==> src/rtl/rav_pkg.sv <==
// Shared sizes, codes and transfer types of the running average window block.
package rav_pkg;

    localparam int WINDOW_MAX  = 64;
    localparam int SAMPLE_W    = 16;
    localparam int IDX_W       = $clog2(WINDOW_MAX);
    localparam int CNT_W       = $clog2(WINDOW_MAX + 1);
    localparam int SUM_W       = SAMPLE_W + $clog2(WINDOW_MAX);
    localparam int OP_W        = 2;
    localparam int FILL_W      = 8;
    localparam int CFG_W       = 7;
    localparam int QUEUE_DEPTH = 2;

    localparam logic [CFG_W-1:0]    CFG_RESET = CFG_W'(3);
    localparam logic [SUM_W-1:0]    POS_LIM   = SUM_W'(2 ** (SAMPLE_W - 1) - 1);
    localparam logic [SUM_W-1:0]    NEG_LIM   = SUM_W'(2 ** (SAMPLE_W - 1));
    localparam logic [SAMPLE_W-1:0] AVG_MAX   = {1'b0, {(SAMPLE_W - 1){1'b1}}};
    localparam logic [SAMPLE_W-1:0] AVG_MIN   = {1'b1, {(SAMPLE_W - 1){1'b0}}};

    typedef enum logic [OP_W-1:0] {
        OP_ADD   = 2'd0,
        OP_CLEAR = 2'd1,
        OP_FILL  = 2'd2,
        OP_NOP   = 2'd3
    } t_op;

    typedef enum logic [1:0] {
        CMD_ADD,
        CMD_CLEAR,
        CMD_FILL,
        CMD_NOP
    } t_cmd_kind;

    typedef struct packed {
        t_cmd_kind         kind;
        logic [SAMPLE_W-1:0] sample;
        logic [FILL_W-1:0]   fill_count;
    } t_cmd;

    typedef struct packed {
        logic             start;
        logic [SUM_W-1:0] dividend;
        logic [CNT_W-1:0] divisor;
    } t_div_req;

    typedef struct packed {
        logic                done;
        logic [SAMPLE_W-1:0] quotient;
    } t_div_rsp;

endpackage

==> src/rtl/rav_front.sv <==
// Input stage: takes a transaction and decodes it into an internal command.
module rav_front (
    input  logic                               i_clk,
    input  logic                               i_rst_n,
    input  logic                               i_valid,
    output logic                               o_ready,
    input  logic [rav_pkg::OP_W-1:0]           i_op,
    input  logic signed [rav_pkg::SAMPLE_W-1:0] i_sample,
    input  logic [rav_pkg::FILL_W-1:0]         i_fill_count,
    output logic                               o_cmd_valid,
    input  logic                               i_cmd_ready,
    output rav_pkg::t_cmd                      o_cmd
);

    logic          r_valid;
    rav_pkg::t_cmd r_cmd;
    rav_pkg::t_cmd w_cmd;

    always_comb begin
        w_cmd.kind       = rav_pkg::CMD_NOP;
        w_cmd.sample     = i_sample;
        w_cmd.fill_count = i_fill_count;
        unique case (rav_pkg::t_op'(i_op))
            rav_pkg::OP_ADD:   w_cmd.kind = rav_pkg::CMD_ADD;
            rav_pkg::OP_CLEAR: w_cmd.kind = rav_pkg::CMD_CLEAR;
            // an empty fill is just a clear
            rav_pkg::OP_FILL:  w_cmd.kind = (i_fill_count == '0) ? rav_pkg::CMD_CLEAR
                                                                : rav_pkg::CMD_FILL;
            rav_pkg::OP_NOP:   w_cmd.kind = rav_pkg::CMD_NOP;
        endcase
    end

    assign o_ready     = !r_valid || i_cmd_ready;
    assign o_cmd_valid = r_valid;
    assign o_cmd       = r_cmd;

    always_ff @(posedge i_clk) begin
        if (!i_rst_n) begin
            r_valid <= 1'b0;
        end else if (o_ready) begin
            r_valid <= i_valid;
        end
        if (i_valid && o_ready) begin
            r_cmd <= w_cmd;
        end
    end

endmodule

==> src/rtl/rav_queue.sv <==
// Small command queue between the decode stage and the execution unit.
module rav_queue (
    input  logic          i_clk,
    input  logic          i_rst_n,
    input  logic          i_push_valid,
    output logic          o_push_ready,
    input  rav_pkg::t_cmd i_push_cmd,
    output logic          o_pop_valid,
    input  logic          i_pop_ready,
    output rav_pkg::t_cmd o_pop_cmd
);

    localparam int PTR_W = (rav_pkg::QUEUE_DEPTH > 1) ? $clog2(rav_pkg::QUEUE_DEPTH) : 1;
    localparam int LVL_W = $clog2(rav_pkg::QUEUE_DEPTH + 1);

    rav_pkg::t_cmd    r_mem [rav_pkg::QUEUE_DEPTH];
    logic [PTR_W-1:0] r_wr;
    logic [PTR_W-1:0] r_rd;
    logic [LVL_W-1:0] r_level;
    logic             w_push;
    logic             w_pop;

    assign o_push_ready = (r_level != LVL_W'(rav_pkg::QUEUE_DEPTH));
    assign o_pop_valid  = (r_level != '0);
    assign o_pop_cmd    = r_mem[r_rd];
    assign w_push       = i_push_valid && o_push_ready;
    assign w_pop        = o_pop_valid && i_pop_ready;

    always_ff @(posedge i_clk) begin
        if (!i_rst_n) begin
            r_wr    <= '0;
            r_rd    <= '0;
            r_level <= '0;
        end else begin
            if (w_push) begin
                r_wr <= (r_wr == PTR_W'(rav_pkg::QUEUE_DEPTH - 1)) ? '0 : r_wr + 1'b1;
            end
            if (w_pop) begin
                r_rd <= (r_rd == PTR_W'(rav_pkg::QUEUE_DEPTH - 1)) ? '0 : r_rd + 1'b1;
            end
            if (w_push && !w_pop) begin
                r_level <= r_level + 1'b1;
            end else if (w_pop && !w_push) begin
                r_level <= r_level - 1'b1;
            end
        end
    end

    always_ff @(posedge i_clk) begin
        if (w_push) begin
            r_mem[r_wr] <= i_push_cmd;
        end
    end

endmodule

==> src/rtl/rav_div.sv <==
// Bit-serial signed divider of the running sum by the sample count, with saturation.
module rav_div (
    input  logic              i_clk,
    input  logic              i_rst_n,
    input  rav_pkg::t_div_req i_req,
    output rav_pkg::t_div_rsp o_rsp
);

    localparam int STEP_W = $clog2(rav_pkg::SUM_W);

    typedef enum logic [1:0] {
        D_IDLE,
        D_RUN,
        D_FIN
    } t_state;

    t_state                       r_state;
    logic [STEP_W-1:0]            r_step;
    logic [rav_pkg::SUM_W-1:0]    r_quo;
    logic [rav_pkg::CNT_W-1:0]    r_rem;
    logic [rav_pkg::CNT_W-1:0]    r_div;
    logic                         r_neg;
    logic                         r_done;
    logic [rav_pkg::SAMPLE_W-1:0] r_q;

    logic [rav_pkg::CNT_W:0]      w_trial;
    logic                         w_ge;
    logic [rav_pkg::CNT_W-1:0]    w_rem_nxt;
    logic [rav_pkg::CNT_W:0]      w_diff;
    logic [rav_pkg::SUM_W-1:0]    w_negq;
    logic [rav_pkg::SUM_W-1:0]    w_abs;
    logic [rav_pkg::SAMPLE_W-1:0] w_q_fin;

    assign w_trial   = {r_rem, r_quo[rav_pkg::SUM_W-1]};
    assign w_ge      = (w_trial >= {1'b0, r_div});
    assign w_diff    = w_trial - {1'b0, r_div};
    assign w_rem_nxt = w_ge ? w_diff[rav_pkg::CNT_W-1:0] : w_trial[rav_pkg::CNT_W-1:0];
    assign w_negq    = ~r_quo + 1'b1;
    assign w_abs     = i_req.dividend[rav_pkg::SUM_W-1] ? (~i_req.dividend + 1'b1)
                                                        : i_req.dividend;

    // apply sign and clamp to the sample range
    always_comb begin
        w_q_fin = '0;
        if (r_div == '0) begin
            w_q_fin = '0;
        end else if (!r_neg) begin
            w_q_fin = (r_quo > rav_pkg::POS_LIM) ? rav_pkg::AVG_MAX
                                                 : r_quo[rav_pkg::SAMPLE_W-1:0];
        end else begin
            w_q_fin = (r_quo > rav_pkg::NEG_LIM) ? rav_pkg::AVG_MIN
                                                 : w_negq[rav_pkg::SAMPLE_W-1:0];
        end
    end

    assign o_rsp.done     = r_done;
    assign o_rsp.quotient = r_q;

    always_ff @(posedge i_clk) begin
        if (!i_rst_n) begin
            r_state <= D_IDLE;
            r_done  <= 1'b0;
        end else begin
            r_done <= 1'b0;
            unique case (r_state)
                D_IDLE: begin
                    if (i_req.start) begin
                        r_neg   <= i_req.dividend[rav_pkg::SUM_W-1];
                        r_quo   <= w_abs;
                        r_rem   <= '0;
                        r_div   <= i_req.divisor;
                        r_step  <= '0;
                        r_state <= D_RUN;
                    end
                end
                D_RUN: begin
                    // shift in one dividend bit, retire one quotient bit
                    r_rem <= w_rem_nxt;
                    r_quo <= {r_quo[rav_pkg::SUM_W-2:0], w_ge};
                    if (r_step == STEP_W'(rav_pkg::SUM_W - 1)) begin
                        r_state <= D_FIN;
                    end else begin
                        r_step <= r_step + 1'b1;
                    end
                end
                D_FIN: begin
                    r_q     <= w_q_fin;
                    r_done  <= 1'b1;
                    r_state <= D_IDLE;
                end
                default: r_state <= D_IDLE;
            endcase
        end
    end

endmodule

==> src/rtl/rav_exec.sv <==
// Execution unit: sample ring, running sum, count, fill sequencer and result register.
module rav_exec (
    input  logic                         i_clk,
    input  logic                         i_rst_n,
    input  logic                         i_cmd_valid,
    output logic                         o_cmd_ready,
    input  rav_pkg::t_cmd                i_cmd,
    input  logic [rav_pkg::CFG_W-1:0]    i_window_size,
    output rav_pkg::t_div_req            o_div_req,
    input  rav_pkg::t_div_rsp            i_div_rsp,
    output logic                         o_valid,
    input  logic                         i_ready,
    output logic [rav_pkg::SAMPLE_W-1:0] o_average,
    output logic [rav_pkg::CNT_W-1:0]    o_count
);

    localparam int CMP_W = rav_pkg::CNT_W + rav_pkg::CFG_W;

    typedef enum logic [2:0] {
        S_IDLE,
        S_UPD,
        S_FILL,
        S_DSTART,
        S_DIV,
        S_OUT
    } t_state;

    t_state                       r_state;
    rav_pkg::t_cmd                r_cmd;
    logic [rav_pkg::SUM_W-1:0]    r_sum;
    logic [rav_pkg::IDX_W-1:0]    r_widx;
    logic [rav_pkg::CNT_W-1:0]    r_cnt;
    logic [rav_pkg::WINDOW_MAX-1:0] r_vld;
    logic [rav_pkg::SAMPLE_W-1:0] r_ring [rav_pkg::WINDOW_MAX];
    logic [rav_pkg::SAMPLE_W-1:0] r_rd_data;
    logic [rav_pkg::FILL_W-1:0]   r_left;
    logic [rav_pkg::SAMPLE_W-1:0] r_res_avg;
    logic                         r_ovalid;
    logic [rav_pkg::SAMPLE_W-1:0] r_oavg;
    logic [rav_pkg::CNT_W-1:0]    r_ocnt;

    logic [rav_pkg::CNT_W-1:0]    w_win;
    logic [rav_pkg::SAMPLE_W-1:0] w_old;
    logic [rav_pkg::SUM_W-1:0]    w_old_ext;
    logic [rav_pkg::SUM_W-1:0]    w_new_ext;
    logic [rav_pkg::SUM_W-1:0]    w_sum_nxt;
    logic [rav_pkg::CNT_W:0]      w_nxt;
    logic [rav_pkg::IDX_W-1:0]    w_widx_nxt;
    logic [rav_pkg::CNT_W-1:0]    w_cnt_nxt;
    logic                         w_write;

    // clamp the window to 1..WINDOW_MAX
    always_comb begin
        w_win = rav_pkg::CNT_W'(i_window_size);
        if (i_window_size == '0) begin
            w_win = rav_pkg::CNT_W'(1);
        end else if (CMP_W'(i_window_size) > CMP_W'(rav_pkg::WINDOW_MAX)) begin
            w_win = rav_pkg::CNT_W'(rav_pkg::WINDOW_MAX);
        end
    end

    // during a fill every live entry already holds the fill value
    always_comb begin
        w_old = '0;
        if (r_vld[r_widx]) begin
            w_old = (r_state == S_FILL) ? r_cmd.sample : r_rd_data;
        end
    end

    assign w_old_ext  = {{(rav_pkg::SUM_W - rav_pkg::SAMPLE_W){w_old[rav_pkg::SAMPLE_W-1]}},
                         w_old};
    assign w_new_ext  = {{(rav_pkg::SUM_W - rav_pkg::SAMPLE_W){r_cmd.sample[rav_pkg::SAMPLE_W-1]}},
                         r_cmd.sample};
    assign w_sum_nxt  = r_sum - w_old_ext + w_new_ext;
    assign w_nxt      = (rav_pkg::CNT_W + 1)'(r_widx) + (rav_pkg::CNT_W + 1)'(1);
    assign w_widx_nxt = (w_nxt >= {1'b0, w_win}) ? '0 : w_nxt[rav_pkg::IDX_W-1:0];
    assign w_cnt_nxt  = (r_cnt < w_win) ? r_cnt + 1'b1 : w_win;
    assign w_write    = (r_state == S_UPD) || (r_state == S_FILL);

    assign o_cmd_ready        = (r_state == S_IDLE);
    assign o_div_req.start    = (r_state == S_DSTART);
    assign o_div_req.dividend = r_sum;
    assign o_div_req.divisor  = r_cnt;
    assign o_valid            = r_ovalid;
    assign o_average          = r_oavg;
    assign o_count            = r_ocnt;

    always_ff @(posedge i_clk) begin
        if (w_write) begin
            r_ring[r_widx] <= r_cmd.sample;
        end
        r_rd_data <= r_ring[r_widx];
    end

    always_ff @(posedge i_clk) begin
        if (!i_rst_n) begin
            r_state  <= S_IDLE;
            r_sum    <= '0;
            r_widx   <= '0;
            r_cnt    <= '0;
            r_vld    <= '0;
            r_ovalid <= 1'b0;
        end else begin
            if (r_state == S_OUT && (!r_ovalid || i_ready)) begin
                r_ovalid <= 1'b1;
            end else if (r_ovalid && i_ready) begin
                r_ovalid <= 1'b0;
            end
            if (w_write) begin
                r_vld[r_widx] <= 1'b1;
                r_sum         <= w_sum_nxt;
                r_widx        <= w_widx_nxt;
                r_cnt         <= w_cnt_nxt;
            end
            unique case (r_state)
                S_IDLE: begin
                    if (i_cmd_valid) begin
                        r_cmd <= i_cmd;
                        unique case (i_cmd.kind)
                            rav_pkg::CMD_ADD: r_state <= S_UPD;
                            rav_pkg::CMD_CLEAR: begin
                                r_vld   <= '0;
                                r_sum   <= '0;
                                r_widx  <= '0;
                                r_cnt   <= '0;
                                r_state <= S_DSTART;
                            end
                            rav_pkg::CMD_FILL: begin
                                r_vld   <= '0;
                                r_sum   <= '0;
                                r_widx  <= '0;
                                r_cnt   <= '0;
                                r_left  <= i_cmd.fill_count;
                                r_state <= S_FILL;
                            end
                            rav_pkg::CMD_NOP: r_state <= S_DSTART;
                        endcase
                    end
                end
                S_UPD: r_state <= S_DSTART;
                S_FILL: begin
                    r_left <= r_left - 1'b1;
                    if (r_left == rav_pkg::FILL_W'(1)) begin
                        r_state <= S_DSTART;
                    end
                end
                S_DSTART: r_state <= S_DIV;
                S_DIV: begin
                    if (i_div_rsp.done) begin
                        r_res_avg <= i_div_rsp.quotient;
                        r_state   <= S_OUT;
                    end
                end
                S_OUT: begin
                    // hold the result until the output register frees up
                    if (!r_ovalid || i_ready) begin
                        r_oavg   <= r_res_avg;
                        r_ocnt   <= r_cnt;
                        r_state  <= S_IDLE;
                    end
                end
                default: r_state <= S_IDLE;
            endcase
        end
    end

endmodule

==> src/rtl/running_average_window_core.sv <==
// Top level of the running average window block.
//
// Channels: an input channel (i_valid/o_ready) carries op, sample and fill_count;
// an output channel (o_valid/i_ready) returns average and count, one result per
// input transaction, in order. A separate write channel (i_cfg_valid/o_cfg_ready)
// loads window_size; write it only while the block is idle, then issue a clear.
// Op add replaces the oldest entry, clear empties the window, fill clears and then
// adds the sample fill_count times; op three only reports the current state.
//
// The time from acceptance to the result is set by the bit-serial divider (one quotient
// bit per cycle over the 22-bit sum) and, for fill, by the one-write-per-cycle sample
// ring. Items are executed one at a time: the next command is not taken until the
// result of the last one has moved into the output register; a two-entry queue and the
// input stage keep taking transactions meanwhile.
//
// Reset (synchronous, active low) empties the window and sets window_size to 3.
// If the receiver stalls, the result is held in the output register; execution of
// the next item stops before it would overwrite that result.
module running_average_window_core (
    input  logic                                i_clk,
    input  logic                                i_rst_n,
    input  logic                                i_valid,
    output logic                                o_ready,
    input  logic [rav_pkg::OP_W-1:0]            i_op,
    input  logic signed [rav_pkg::SAMPLE_W-1:0] i_sample,
    input  logic [rav_pkg::FILL_W-1:0]          i_fill_count,
    output logic                                o_valid,
    input  logic                                i_ready,
    output logic signed [rav_pkg::SAMPLE_W-1:0] o_average,
    output logic [rav_pkg::CNT_W-1:0]           o_count,
    input  logic                                i_cfg_valid,
    output logic                                o_cfg_ready,
    input  logic [rav_pkg::CFG_W-1:0]           i_window_size
);

    logic [rav_pkg::CFG_W-1:0]    r_window_size;
    logic                         w_fr_valid;
    logic                         w_fr_ready;
    rav_pkg::t_cmd                w_fr_cmd;
    logic                         w_q_valid;
    logic                         w_q_ready;
    rav_pkg::t_cmd                w_q_cmd;
    rav_pkg::t_div_req            w_div_req;
    rav_pkg::t_div_rsp            w_div_rsp;
    logic [rav_pkg::SAMPLE_W-1:0] w_average;

    assign o_cfg_ready = 1'b1;
    assign o_average   = w_average;

    always_ff @(posedge i_clk) begin
        if (!i_rst_n) begin
            r_window_size <= rav_pkg::CFG_RESET;
        end else if (i_cfg_valid && o_cfg_ready) begin
            r_window_size <= i_window_size;
        end
    end

    rav_front u_front (
        .i_clk        (i_clk),
        .i_rst_n      (i_rst_n),
        .i_valid      (i_valid),
        .o_ready      (o_ready),
        .i_op         (i_op),
        .i_sample     (i_sample),
        .i_fill_count (i_fill_count),
        .o_cmd_valid  (w_fr_valid),
        .i_cmd_ready  (w_fr_ready),
        .o_cmd        (w_fr_cmd)
    );

    rav_queue u_queue (
        .i_clk        (i_clk),
        .i_rst_n      (i_rst_n),
        .i_push_valid (w_fr_valid),
        .o_push_ready (w_fr_ready),
        .i_push_cmd   (w_fr_cmd),
        .o_pop_valid  (w_q_valid),
        .i_pop_ready  (w_q_ready),
        .o_pop_cmd    (w_q_cmd)
    );

    rav_exec u_exec (
        .i_clk         (i_clk),
        .i_rst_n       (i_rst_n),
        .i_cmd_valid   (w_q_valid),
        .o_cmd_ready   (w_q_ready),
        .i_cmd         (w_q_cmd),
        .i_window_size (r_window_size),
        .o_div_req     (w_div_req),
        .i_div_rsp     (w_div_rsp),
        .o_valid       (o_valid),
        .i_ready       (i_ready),
        .o_average     (w_average),
        .o_count       (o_count)
    );

    rav_div u_div (
        .i_clk   (i_clk),
        .i_rst_n (i_rst_n),
        .i_req   (w_div_req),
        .o_rsp   (w_div_rsp)
    );

endmodule

==> config.mk <==
export PLATFORM = sky130hd
export DESIGN_NAME = running_average_window_core
export DESIGN_NICKNAME = d
export VERILOG_FILES = /design/src/rtl/rav_pkg.sv /design/src/rtl/rav_front.sv /design/src/rtl/rav_queue.sv /design/src/rtl/rav_div.sv /design/src/rtl/rav_exec.sv /design/src/rtl/running_average_window_core.sv
export SDC_FILE = /design/constraint.sdc
export NUM_CORES = 1
export LEC_CHECK = 0
export BUFFER_PORTS_ARGS = -buffer_cell sky130_fd_sc_hd__buf_4
export CAP_MARGIN = 15
export CELL_PAD_IN_SITES_DETAIL_PLACEMENT = 1
export CELL_PAD_IN_SITES_GLOBAL_PLACEMENT = 1
export CORE_ASPECT_RATIO = 0.9
export CORE_MARGIN = 2
export CORE_UTILIZATION = 45
export CTS_CLUSTER_DIAMETER = 50
export DETAILED_ROUTE_END_ITERATION = 16
export PLACE_DENSITY_LB_ADDON = 0.1
export SLEW_MARGIN = 30
export SYNTH_ARGS = -nofsm -noshare
export SYNTH_HDL_FRONTEND = slang
export SYNTH_SLANG_ARGS = --single-unit
==> constraint.sdc <==
create_clock -name i_clk -period 10 [get_ports i_clk]
set_clock_uncertainty 0.15 [all_clocks]
set_input_delay 1.5 -clock i_clk [delete_from_list [all_inputs] [get_ports i_clk]]
set_output_delay 1.5 -clock i_clk [all_outputs]
set_load 0.005 [all_outputs]
## Yosys cells after proc, flatten, opt, wreduce, memory -nomap -nowiden

Memories as Yosys holds them, arrays and structs flattened. A register that Yosys moved wholly into a read port is not among the register bits.
Index checks and enable logic that the tools add are counted.

| operators by class | value |
|---|---|
| add/sub/neg operators | 13 |
| multiply operators | 0 |
| divide/modulo/power cells | 0 |
| $lt $le $gt $ge | 8 |
| equality and inequality tests | 24 |
| shift-type cells | 0 |
| multiplexer cells | 65 |
| bitwise operators | 3 |
| reductions and logical operators | 39 |

Operator list:

| kind | number |
|---|---|
| $mux 64 | 4 |
| $mux 22 | 6 |
| $mux 16 | 5 |
| $or 64x64->64 | 1 |
| $mux 7 | 9 |
| $pmux 22 s2 | 1 |
| $mux 6 | 5 |
| $add 22x1->22 const B | 1 |
| $add 22x22->22 | 1 |
| $gt 22x15->1 const B | 1 |
| $gt 22x16->1 const B | 1 |
| $not 22->22 | 1 |
| $sub 22x22->22 | 1 |
| $pmux 3 s6 | 1 |
| $add 16x1->16 const B | 1 |
| $ge 8x7->1 | 2 |
| $mux 8 | 2 |
| $not 16->16 | 1 |
| $pmux 8 s2 | 1 |
| $reduce_and 3->1 | 5 |
| $logic_not 7->1 | 2 |
| $pmux 7 s2 | 1 |
| $mux 1 | 13 |
| $mux 3 | 4 |
| 39 further kinds | 82 |

| storage, ports and cells | value |
|---|---|
| register bits after elaboration | 265 |
| latch bits | 0 |
| memory bits (writable) | 1076 |
| memory bits (read-only) | 0 |
| input bits | 38 |
| output and inout port bits | 26 |
| memories | 2 |

Memories:

| name | depth | bits a word | rd ports | clocked after memory_dff | write ports | line | source |
|---|---|---|---|---|---|---|---|
| u_exec.r_ring | 64 | 16 | 1 | 1 | 1 | rav_exec.sv:34 | `logic [rav_pkg::SAMPLE_W-1:0] r_ring [rav_pkg::WINDOW_MAX];` |
| u_queue.r_mem | 2 | 26 | 1 | 1 | 1 | rav_queue.sv:16 | `rav_pkg::t_cmd r_mem [rav_pkg::QUEUE_DEPTH];` |

## Depth between registers and ports, before layout

Gate-level depths: netlist of the first run.

| logic depth | value |
|---|---|
| word-level depth | 9 |
| depth in mapped cells | 24 |

## Cells and area by module

A second synthesis of the first run with hierarchy kept.

| unflattened totals | value |
|---|---|
| cells, all modules | 3579 |
| area total of the unflattened synthesis | 55484.5 µm² |

Modules (own cells, without submodules):

| module | times used | cells each | area each (µm²) | sequential area each (µm²) |
|---|---|---|---|---|
| rav_exec | 1 | 3042 | 48496.5 | 35023.6 |
| rav_div | 1 | 371 | 3737.3 | 1801.7 |
| rav_queue | 1 | 105 | 2112.0 | 1661.6 |
| rav_front | 1 | 37 | 867.1 | 800.8 |
| running_average_window_core | 1 | 24 | 271.5 | 140.1 |

## Worst setup path after synthesis of the first run

Ideal clock, no wire load.

| timing | value |
|---|---|
| path type | reg-to-reg |
| from | reg u_exec.r_widx[0] in the netlist's numbering |
| to | reg u_exec.r_sum[18] in the netlist's numbering |
| library setup time | 60 ps |
| arrival | 4957 ps |
| required time | 9790 ps |
| path slack | 4834 ps |
| stages on the path, launching flop included | 23 |
| buffers on the path | 3 |
| clock period less this slack | 5166 ps |
| path through | dfxtp_1 > buf_4 > and3b_1 > buf_2 > a22oi_2 > nand4_1 > a2111o_1 > or3_4 > nor2_1 > buf_2 > a21oi_1 > fa_1 > inv_1 > ha_1 > a21o_1 > a21o_1 > a21o_1 > o21a_1 > o21a_1 > or3_1 > o21a_1 > o31ai_1 > and2_1 |

| on the way | value |
|---|---|
| cells in the longest elaborated chain, start to end | 9 |

RTL lines:

| what | line | source |
|---|---|---|
| from (decl) | rav_exec.sv:31 | `logic [rav_pkg::IDX_W-1:0] r_widx;` |
| from (signal assigned) | rav_exec.sv:112 | `r_widx <= w_widx_nxt;` |
| $bmux 1 s6 * | rav_exec.sv:65 | `if (r_vld[r_widx]) begin` |
| $mux 1 (implied by the code) * | rav_exec.sv:65 |  |
| $mux 16 * | rav_exec.sv:65 |  |
| $sub 22x22->22 * | rav_exec.sv:74 | `assign w_sum_nxt = r_sum - w_old_ext + w_new_ext;` |
| $add 22x22->22 * | rav_exec.sv:74 |  |
| $mux 22 * | rav_exec.sv:109 | `if (w_write) begin` |
| $mux 22 | rav_exec.sv:119 | `unique case (i_cmd.kind)` |
| $mux 22 | rav_exec.sv:117 | `if (i_cmd_valid) begin` |
| $mux 22 * | rav_exec.sv:115 | `unique case (r_state)` |
| to (signal assigned) | rav_exec.sv:111 | `r_sum <= w_sum_nxt;` |
| to (decl) | rav_exec.sv:30 | `logic [rav_pkg::SUM_W-1:0] r_sum;` |

Mark *: on every way between the ends. The rest lies on a longest branch, timed or not. The select of a mux whose other input is x is not followed.
A chain may end at the register's enable or synchronous reset.

## Worst setup path after layout of the first run

| timing | value |
|---|---|
| from | reg u_exec.r_widx[1] in the netlist's numbering |
| to | reg u_exec.r_sum[21] in the netlist's numbering |

Same word-level chain as after synthesis.

==> results.py, run 1 <==
metrics = {
    "run_status": {
        "status": "finished clean",
    },
    "worst_setup_path": {
        "cp-start-kind": "register",
        "critPathMaxFanout": 39,
        "reg2reg_to": "u_exec.r_sum[21]",
        "rr_startpoint": "u_exec.r_widx[1]",
        "worst-setup-path-type": "register to register",
        "worstPathArrival_ns": 7.57,
        "r2r_cells": 21,
        "cp-startpoint": "u_exec.r_widx[1]",
        "cp-end-kind": "register",
        "cp.required_ns": 10.55,
        "ff2ff_setup_slack_ns": 2.98,
    },
    "yosys": {
        "synth_mux_area_share_pct": 1.051,
        "syn-instance-count": 3388,
        "syn_area_mm2": 0.05260,
        "synthSimpleGateAreaFrac_pct": 5.214,
        "synth_compound_area_share_pct": 13.60,
        "synth_adder_area_share_pct": 2.098,
        "synth_seq_cells": 1358,
        "syn_area_per_cell_um2": 15.53,
        "synth_top_family_by_area": "compound AO/OA/AOI/OAI gates",
        "synthXorXnorAreaFrac_pct": 0.7826,
        "synth_flop_cell": "edfxtp_1",
        "synthDistinctLibCells": 75,
        "yosysWarnings": 0,
        "seq_area_frac_synth_pct": 74.95,
        "async_flop_share_pct": 0,
        "synth-edff-count": 1223,
        "postSynthNetCount": 3501,
    },
    "routing": {
        "drt_first_iter_violations": 3813,
        "viasPerCell": 6.169,
        "firstDrtPassIters": 8,
        "routed_wl_um": 158600,
        "vias": 32176,
        "drc": 0,
        "wl_per_cell_um": 30.40,
        "ant_nets": 0,
    },
    "layout": {
        "seqCellArea_mm2": 0.03943,
        "multi_input_area_mm2": 0.01215,
        "drive_above_1_share_pct": 13.19,
        "filler_cell_count": 10915,
        "layout_common_cells": "edfxtp_1 (1,223), a22oi_1 (325), buf_4 (191)",
        "layout.nets": 3648,
        "area_growth_pct": 14.28,
        "mostFrequentLayoutCell": "edfxtp_1",
        "design_area_mm2": 0.06011,
    },
    "sta": {
        "rsz0062_at_grt": "no",
        "hold_violations": 0,
        "max_freq_mhz": 142.4,
        "period_needed_ns": 7.021,
        "tightestPinTransition_ns": 1.033,
        "fin_crit_sh_pct": 70.21,
        "setup_ws_ns": 2.979,
        "setup_viol_count_final": 0,
        "report.final.slew_viol_count": 0,
        "totalNegativeSetupSlack_ns": 0,
        "slew_headroom_pct": 30.51,
        "worst_hold_slack_ns": 0.2672,
    },
    "clocking": {
        "clock_latency_ns": 0.78,
        "post_cts_buffers": 0,
        "clock_path_buffers": 3,
        "cts_resized": 0,
        "path_clk_slew_ns": 0.06,
        "cts_tree": "built",
        "hold_buffers": 0,
        "htreeDepth": 4,
        "clock-root-buffer": "clkbuf_16",
        "cts_buffers": 146,
        "clock-sinks": 1358,
    },
    "hold_path": {
        "hold_depth": 0,
        "min_delay_worst_endpoint": "u_exec.o_average[2]",
        "min_from": "u_exec.r_res_avg[2]",
        "worstHoldPathType": "register to register",
    },
    "pwr": {
        "p_int_uw": 10600,
        "cellPowerDensity_mw_per_mm2": 253.7,
        "p_switching_uw": 4654,
        "p_clk_share_pct": 34.4,
        "p_comb_share_pct": 21.3,
        "leakage_uw": 0.01948,
        "seqPwrFrac_pct": 44.3,
        "peakVddDrop_v": 0.0001902,
        "switching_share_pct": 30.51,
    },
    "floorplan": {
        "dieArea_mm2": 0.1197,
        "rows": 118,
        "die_y_um": 328.4,
        "start_util_pct": 45.56,
        "io-pin-count": 64,
        "die-width_um": 364.4,
        "fp.coreArea_mm2": 0.1155,
    },
    "global_routing": {
        "grt_pass1_vias": 33199,
        "grt.total_usage_pct": 26.69,
        "antenna_found_initial": 6,
        "globalRouteOverflowTotal": 0,
        "grt_pass1_wl_um": 231200,
        "grt_max_degree": 91,
    },
    "flow_run": {
        "cap_violations": 0,
    },
    "placement": {
        "gp_congestion": 0.8707,
        "pre_cts_ws_ns": 3.077,
        "numPortBuffers": 62,
        "hpwl_um": 93990,
        "dpl_cell_area_mm2": 0.05546,
    },
}
## cell usage after synthesis, types with 15 or more instances
library cell	number	share of area, %
nor2b_1	27	0.32
buf_2	24	0.23
nor3b_1	16	0.23
a22o_1	101	1.7
mux2i_1	26	0.49
a21o_1	16	0.23
inv_1	113	0.81
a211oi_1	24	0.34
mux2_2	20	0.43
nand2_1	155	1.1
ha_1	53	1.3
fa_1	22	0.84
buf_1	39	0.28
nor4_1	22	0.26
nand3_1	41	0.39
nand2b_1	15	0.18
nor3_1	33	0.31
edfxtp_1	1223	70
a221oi_1	103	1.7
nor2_1	151	1.1
clkbuf_1	129	0.92
xnor2_1	33	0.55
a22oi_1	325	4.6
nand4_1	37	0.44
or3_1	16	0.19
o21a_1	72	1.0
o21ai_0	75	0.71
a31oi_1	90	1.1
dfxtp_1	135	5.1
a21oi_1	106	1.0
## metrics by stage
stage	utilization (%)	cells	total power, µW
3_5_place_dp	48.03	4947	10090
3_3_place_gp	47.99	4947	9968
5_1_grt	52.06	5213	15890
4_1_cts	52.05	5213	15330
2_1_floorplan	-	3388	8835
6_report	52.07	5216	15250
## how the worst max path moves through the flow
stage                       end  slack (ns)
2_1_floorplan  u_exec.r_sum[18]        4.83
3_3_place_gp   u_exec.r_sum[21]        3.28
3_5_place_dp   u_exec.r_sum[21]        3.08
4_1_cts        u_exec.r_sum[21]        3.04
5_1_grt        u_exec.r_sum[21]        2.56
6_report       u_exec.r_sum[21]        2.98
## logic make-up (layout without fill, tap and decap cells)
family,after synthesis,count (layout)
AOI/OAI and AO/OA,983,983
xor gates and xnor gates,47,47
adders and majority gates,75,75
buffers and inverters,310,575
DFF,1358,1358
muxes,49,49
other,1,4
and+or+nand+nor,565,565
## per-layer routing
metal | track usage (%) | vias to the layer above | wire length (µm)
li1 | - | 13801 | -
met5 | 0 | - | 0
met3 | 5.270 | 225 | 12260
met4 | 7.330 | 0 | 3744
met1 | 38.94 | 16911 | 70570
met2 | 40.94 | 1239 | 72000
## worst max-delay path, stage by stage, from the launching register on
cell and delay (ns):
dfxtp_1 0.72, buf_4 0.39, and3b_4 0.48, a22oi_2 0.21, nand4_1 0.11, a2111o_1 0.47, or3_4 0.36, nor2_1 0.23
buf_4 0.28, a21oi_1 0.09, fa_1 0.61, inv_1 0.08, ha_1 0.32, a211oi_1 0.35, o21ai_0 0.25, o21ai_0 0.57
o211ai_1 0.24, a41o_1 0.32, a31oi_1 0.24, nor3_1 0.07, o21ai_1 0.21, mux2i_1 0.19
## cell type report
cell class	instances	area share (%)
clock buffer	194	6.625
multi-input combinational	1720	20.20
sequential	1358	65.59
clock inverter	72	1.089
timing repair buffer	195	2.519
inverter	114	0.7118
tap	1560	3.247
antenna	3	0.01249
## flip-flops by register name, indices dropped and copies added, names as in the netlist, 2 cells and up, named ones only
register and cells:
r_window_size 7, u_div.r_div 7, u_div.r_q 16, u_div.r_quo 22
u_div.r_rem 7, u_div.r_state 2, u_div.r_step 5, u_exec.o_average 16
u_exec.o_count 7, u_exec.r_cmd 16, u_exec.r_cnt 7, u_exec.r_left 8
u_exec.r_rd_data 16, u_exec.r_res_avg 16, u_exec.r_ring 1024, u_exec.r_state 3
u_exec.r_sum 22, u_exec.r_vld 64, u_exec.r_widx 6, u_front.o_cmd 26
u_queue.r_level 2, u_queue.r_mem 52
## power by group through the flow
stage	clock network, µW	registers, µW	logic [µW]
floorplan	0	6860	1980
global placement	0	6860	3110
detailed placement	0	6870	3210
CTS	5340	6750	3240
global route	5540	6780	3560
finish	5240	6760	3250
Note: power is estimated with default switching activity, not from simulation.
==> run 2, diff against run 1 <==
Settings changed: ABC_AREA from default to 1.
Clock period 10 ns to 5.7 ns, I/O delays scaled along.
==> run 2 against run 1 <==
Critical path depth rose by 4. Flip-flop and latch count did not move. Highest routed layer unchanged. Largest cell class unchanged. Final cell count rose by 20%. Global-route usage barely moved. Maximum frequency rose by 47%. Sequential power rose by 78%. Combinational power rose by 130%.
==> results.py, run 2 <==
metrics = {
    "run_status": {
        "status": "finished clean",
    },
    "sta": {
        "tightestPinTransition_ns": 1.031,
        "worst_hold_slack_ns": 0.09824,
        "hold_violations": 0,
        "max_freq_mhz": 209.4,
        "totalNegativeSetupSlack_ns": 0,
        "setup_viol_count_final": 0,
        "report.final.slew_viol_count": 0,
        "fin_crit_sh_pct": 83.79,
        "period_needed_ns": 4.776,
        "slew_headroom_pct": 31.26,
        "rsz0062_at_grt": "no",
    },
    "clocking": {
        "cts_resized": 0,
        "clock_latency_ns": 0.79,
        "cts_tree": "built",
        "clock-root-buffer": "clkbuf_16",
        "hold_buffers": 0,
        "htreeDepth": 4,
        "post_cts_buffers": 0,
        "clock_path_buffers": 3,
        "clock-sinks": 1358,
        "path_clk_slew_ns": 0.06,
        "cts_buffers": 152,
    },
    "yosys": {
        "synth_top_cell_area_share_pct": 67.30,
        "postSynthNetCount": 4442,
        "synth.area.top_cells": "edfxtp_1 (67%), nand2_1 (6.8%), dfxtp_1 (5.0%)",
        "async_flop_share_pct": 0,
        "seq_area_frac_synth_pct": 72.25,
        "yosys.area.top_type": "edfxtp_1",
        "synth-edff-count": 1223,
        "syn_area_per_cell_um2": 12.61,
        "yosysWarnings": 0,
        "synth_seq_cells": 1358,
        "syn-instance-count": 4329,
        "syn_area_mm2": 0.05457,
        "synth_flop_cell": "edfxtp_1",
        "synthDistinctLibCells": 58,
        "yosysMostFrequentCell": "edfxtp_1",
        "synth_commonest_cells": "edfxtp_1 (1,223), nand2_1 (985), inv_1 (371), nor2_1 (370), o21ai_0 (140)",
    },
    "global_routing": {
        "grt_pass1_wl_um": 241400,
        "antenna_found_initial": 2,
        "grt_pass1_vias": 36124,
        "grt_max_degree": 67,
        "grt.total_usage_pct": 26.69,
        "globalRouteOverflowTotal": 0,
    },
    "worst_setup_path": {
        "worstPathArrival_ns": 5.29,
        "critPathMaxFanout": 38,
        "ff2ff_setup_slack_ns": 0.92,
        "rr_startpoint": "u_exec.r_widx[0]",
        "cp-start-kind": "register",
        "cp.required_ns": 6.21,
        "cp-end-kind": "register",
        "r2r_cells": 25,
        "worst-setup-path-type": "register to register",
        "reg2reg_to": "u_exec.r_sum[19]",
    },
    "routing": {
        "drt_first_iter_violations": 3118,
        "drc": 0,
        "routed_wl_um": 164300,
        "firstDrtPassIters": 7,
        "ant_nets": 0,
        "viasPerCell": 5.633,
        "wl_per_cell_um": 26.34,
        "vias": 35136,
    },
    "pwr": {
        "cellPowerDensity_mw_per_mm2": 464.0,
        "p_clk_share_pct": 33.3,
        "p_switching_uw": 9598,
        "leakage_uw": 0.02232,
        "seqPwrFrac_pct": 41.3,
        "p_int_uw": 19410,
        "switching_share_pct": 33.09,
        "peakVddDrop_v": 0.0003358,
        "p_comb_share_pct": 25.4,
    },
    "layout": {
        "fin_util_pct": 51.81,
        "mostFrequentLayoutCell": "edfxtp_1",
        "largest_reg_flops": 1024,
        "layout_common_cells": "edfxtp_1 (1,223), nand2_1 (983), inv_1 (370)",
        "filler_cell_count": 12091,
        "reg_top3": "u_exec.r_ring (1024), u_exec.r_vld (64), u_queue.r_mem (52)",
        "area_growth_pct": 14.56,
        "layout.nets": 4634,
        "drive_above_1_share_pct": 12.12,
        "fin_cells": 6238,
        "top_register": "u_exec.r_ring",
    },
    "floorplan": {
        "dieArea_mm2": 0.1241,
        "rows": 121,
        "io-pin-count": 64,
        "die_y_um": 334.4,
        "start_util_pct": 45.23,
        "die-width_um": 371.1,
        "fp.coreArea_mm2": 0.1207,
    },
    "placement": {
        "hpwl_um": 101300,
        "gp_congestion": 0.8608,
        "numPortBuffers": 62,
        "post-place-cells": 5966,
    },
    "hold_path": {
        "hold_depth": 1,
        "min_from": "i_sample[0]",
        "worstHoldPathType": "primary input to register",
        "min_delay_worst_endpoint": "u_front.o_cmd[8]",
    },
    "flow_run": {
        "cap_violations": 0,
    },
}
-- run 2: cell types whose count changed in the layout (fill, tap and decap cells not counted), sizes merged, moves of 66 or more --
| cell | change |
|---|---|
| nand2 | +836 |
| inv | +274 |
| nor2 | +228 |
| a22oi | -197 |
| nand4 | +84 |
| a31oi | -81 |
| o21ai | +76 |
| nand3 | +74 |
| o21a | -69 |
| a22o | -66 |
-- run 2: layout make-up --
cell class / count / area, µm² / share of cell area (%)
inverters: 381 / 1436 / 2.298
multi-input cells: 2412 / 13010 / 20.81
flip-flops and latches: 1358 / 39430 / 63.07
repair buffers: 216 / 1750 / 2.800
diodes: 1 / 2.502 / 0.004003
clock inverters: 79 / 734.5 / 1.175
clock buffers: 192 / 4153 / 6.642
well taps: 1599 / 2001 / 3.200
-- run 2: worst max-delay path by stage --
stage | start | end | slack (ns) | cells after the start
6_report | u_exec.r_widx[0] | u_exec.r_sum[19] | 0.92 | 25
3_5_place_dp | u_exec.r_widx[2] | u_exec.r_sum[19] | 0.92 | 25
4_1_cts | u_exec.r_widx[2] | u_exec.r_sum[19] | 0.92 | 25
5_1_grt | u_exec.r_widx[0] | u_exec.r_sum[19] | 0.46 | 25
2_1_floorplan | u_exec.r_cmd[23] | u_exec.r_sum[19] | 1.63 | 19
3_3_place_gp | u_exec.r_widx[2] | u_exec.r_sum[19] | 1.02 | 25
-- run 2: layer usage --
metal,global-route usage (%),wire [µm],vias up
met2,42.02,75890,1005
met5,0,0,-
li1,-,-,15811
met4,6.572,3194,0
met3,4.725,10000,202
met1,38.53,75190,18118
-- run 2: power groups by stage --
stage,Sequential (µW),Combinational (µW),Clock (µW)
finish,12000,7380,9660
global route,12000,8180,10200
CTS,12000,7400,9810
detailed placement,12200,7350,0
global placement,12200,7200,0
floorplan,12200,4550,0
-- run 2: worst max-delay path, cell delays in order, from the launching register on --
cell and delay, ns:
dfxtp_2 0.32, inv_2 0.55, nand2_1 0.12, nand3_1 0.12
nand2_1 0.06, o21ai_1 0.16, nand2_1 0.11, nor2_4 0.43
nand2_2 0.14, nand2_2 0.10, inv_1 0.18, fa_1 0.53
inv_1 0.05, ha_1 0.33, nand2_1 0.11, inv_1 0.04
nand3_1 0.09, inv_1 0.05, a21oi_1 0.18, nand3_1 0.27
nand3_1 0.14, nand2_1 0.07, a21oi_1 0.12, o21ai_0 0.11
nand2_1 0.07, inv_1 0.04
-- run 2: cells by family after synthesis --
family | after synthesis | share of synthesized area, %
buffers and inverters | 559 | 4.329
other | 1 | 0.006872
XOR/XNOR | 47 | 0.7543
multiplexers | 1 | 0.01834
flip-flops | 1358 | 72.25
AO/OA/AOI/OAI | 624 | 7.935
AND/OR/NAND/NOR | 1664 | 12.69
adder cells (fa/ha/maj) | 75 | 2.022
-- run 2: per-stage QoR --
stage	setup WS (ns)	total power [µW]	instance area, µm²
6_report	0.9240	29010	62520
3_3_place_gp	1.023	19360	57590
2_1_floorplan	1.628	16780	54570
4_1_cts	0.9153	29170	62510
5_1_grt	0.4649	30360	62520
3_5_place_dp	0.9249	19520	57630
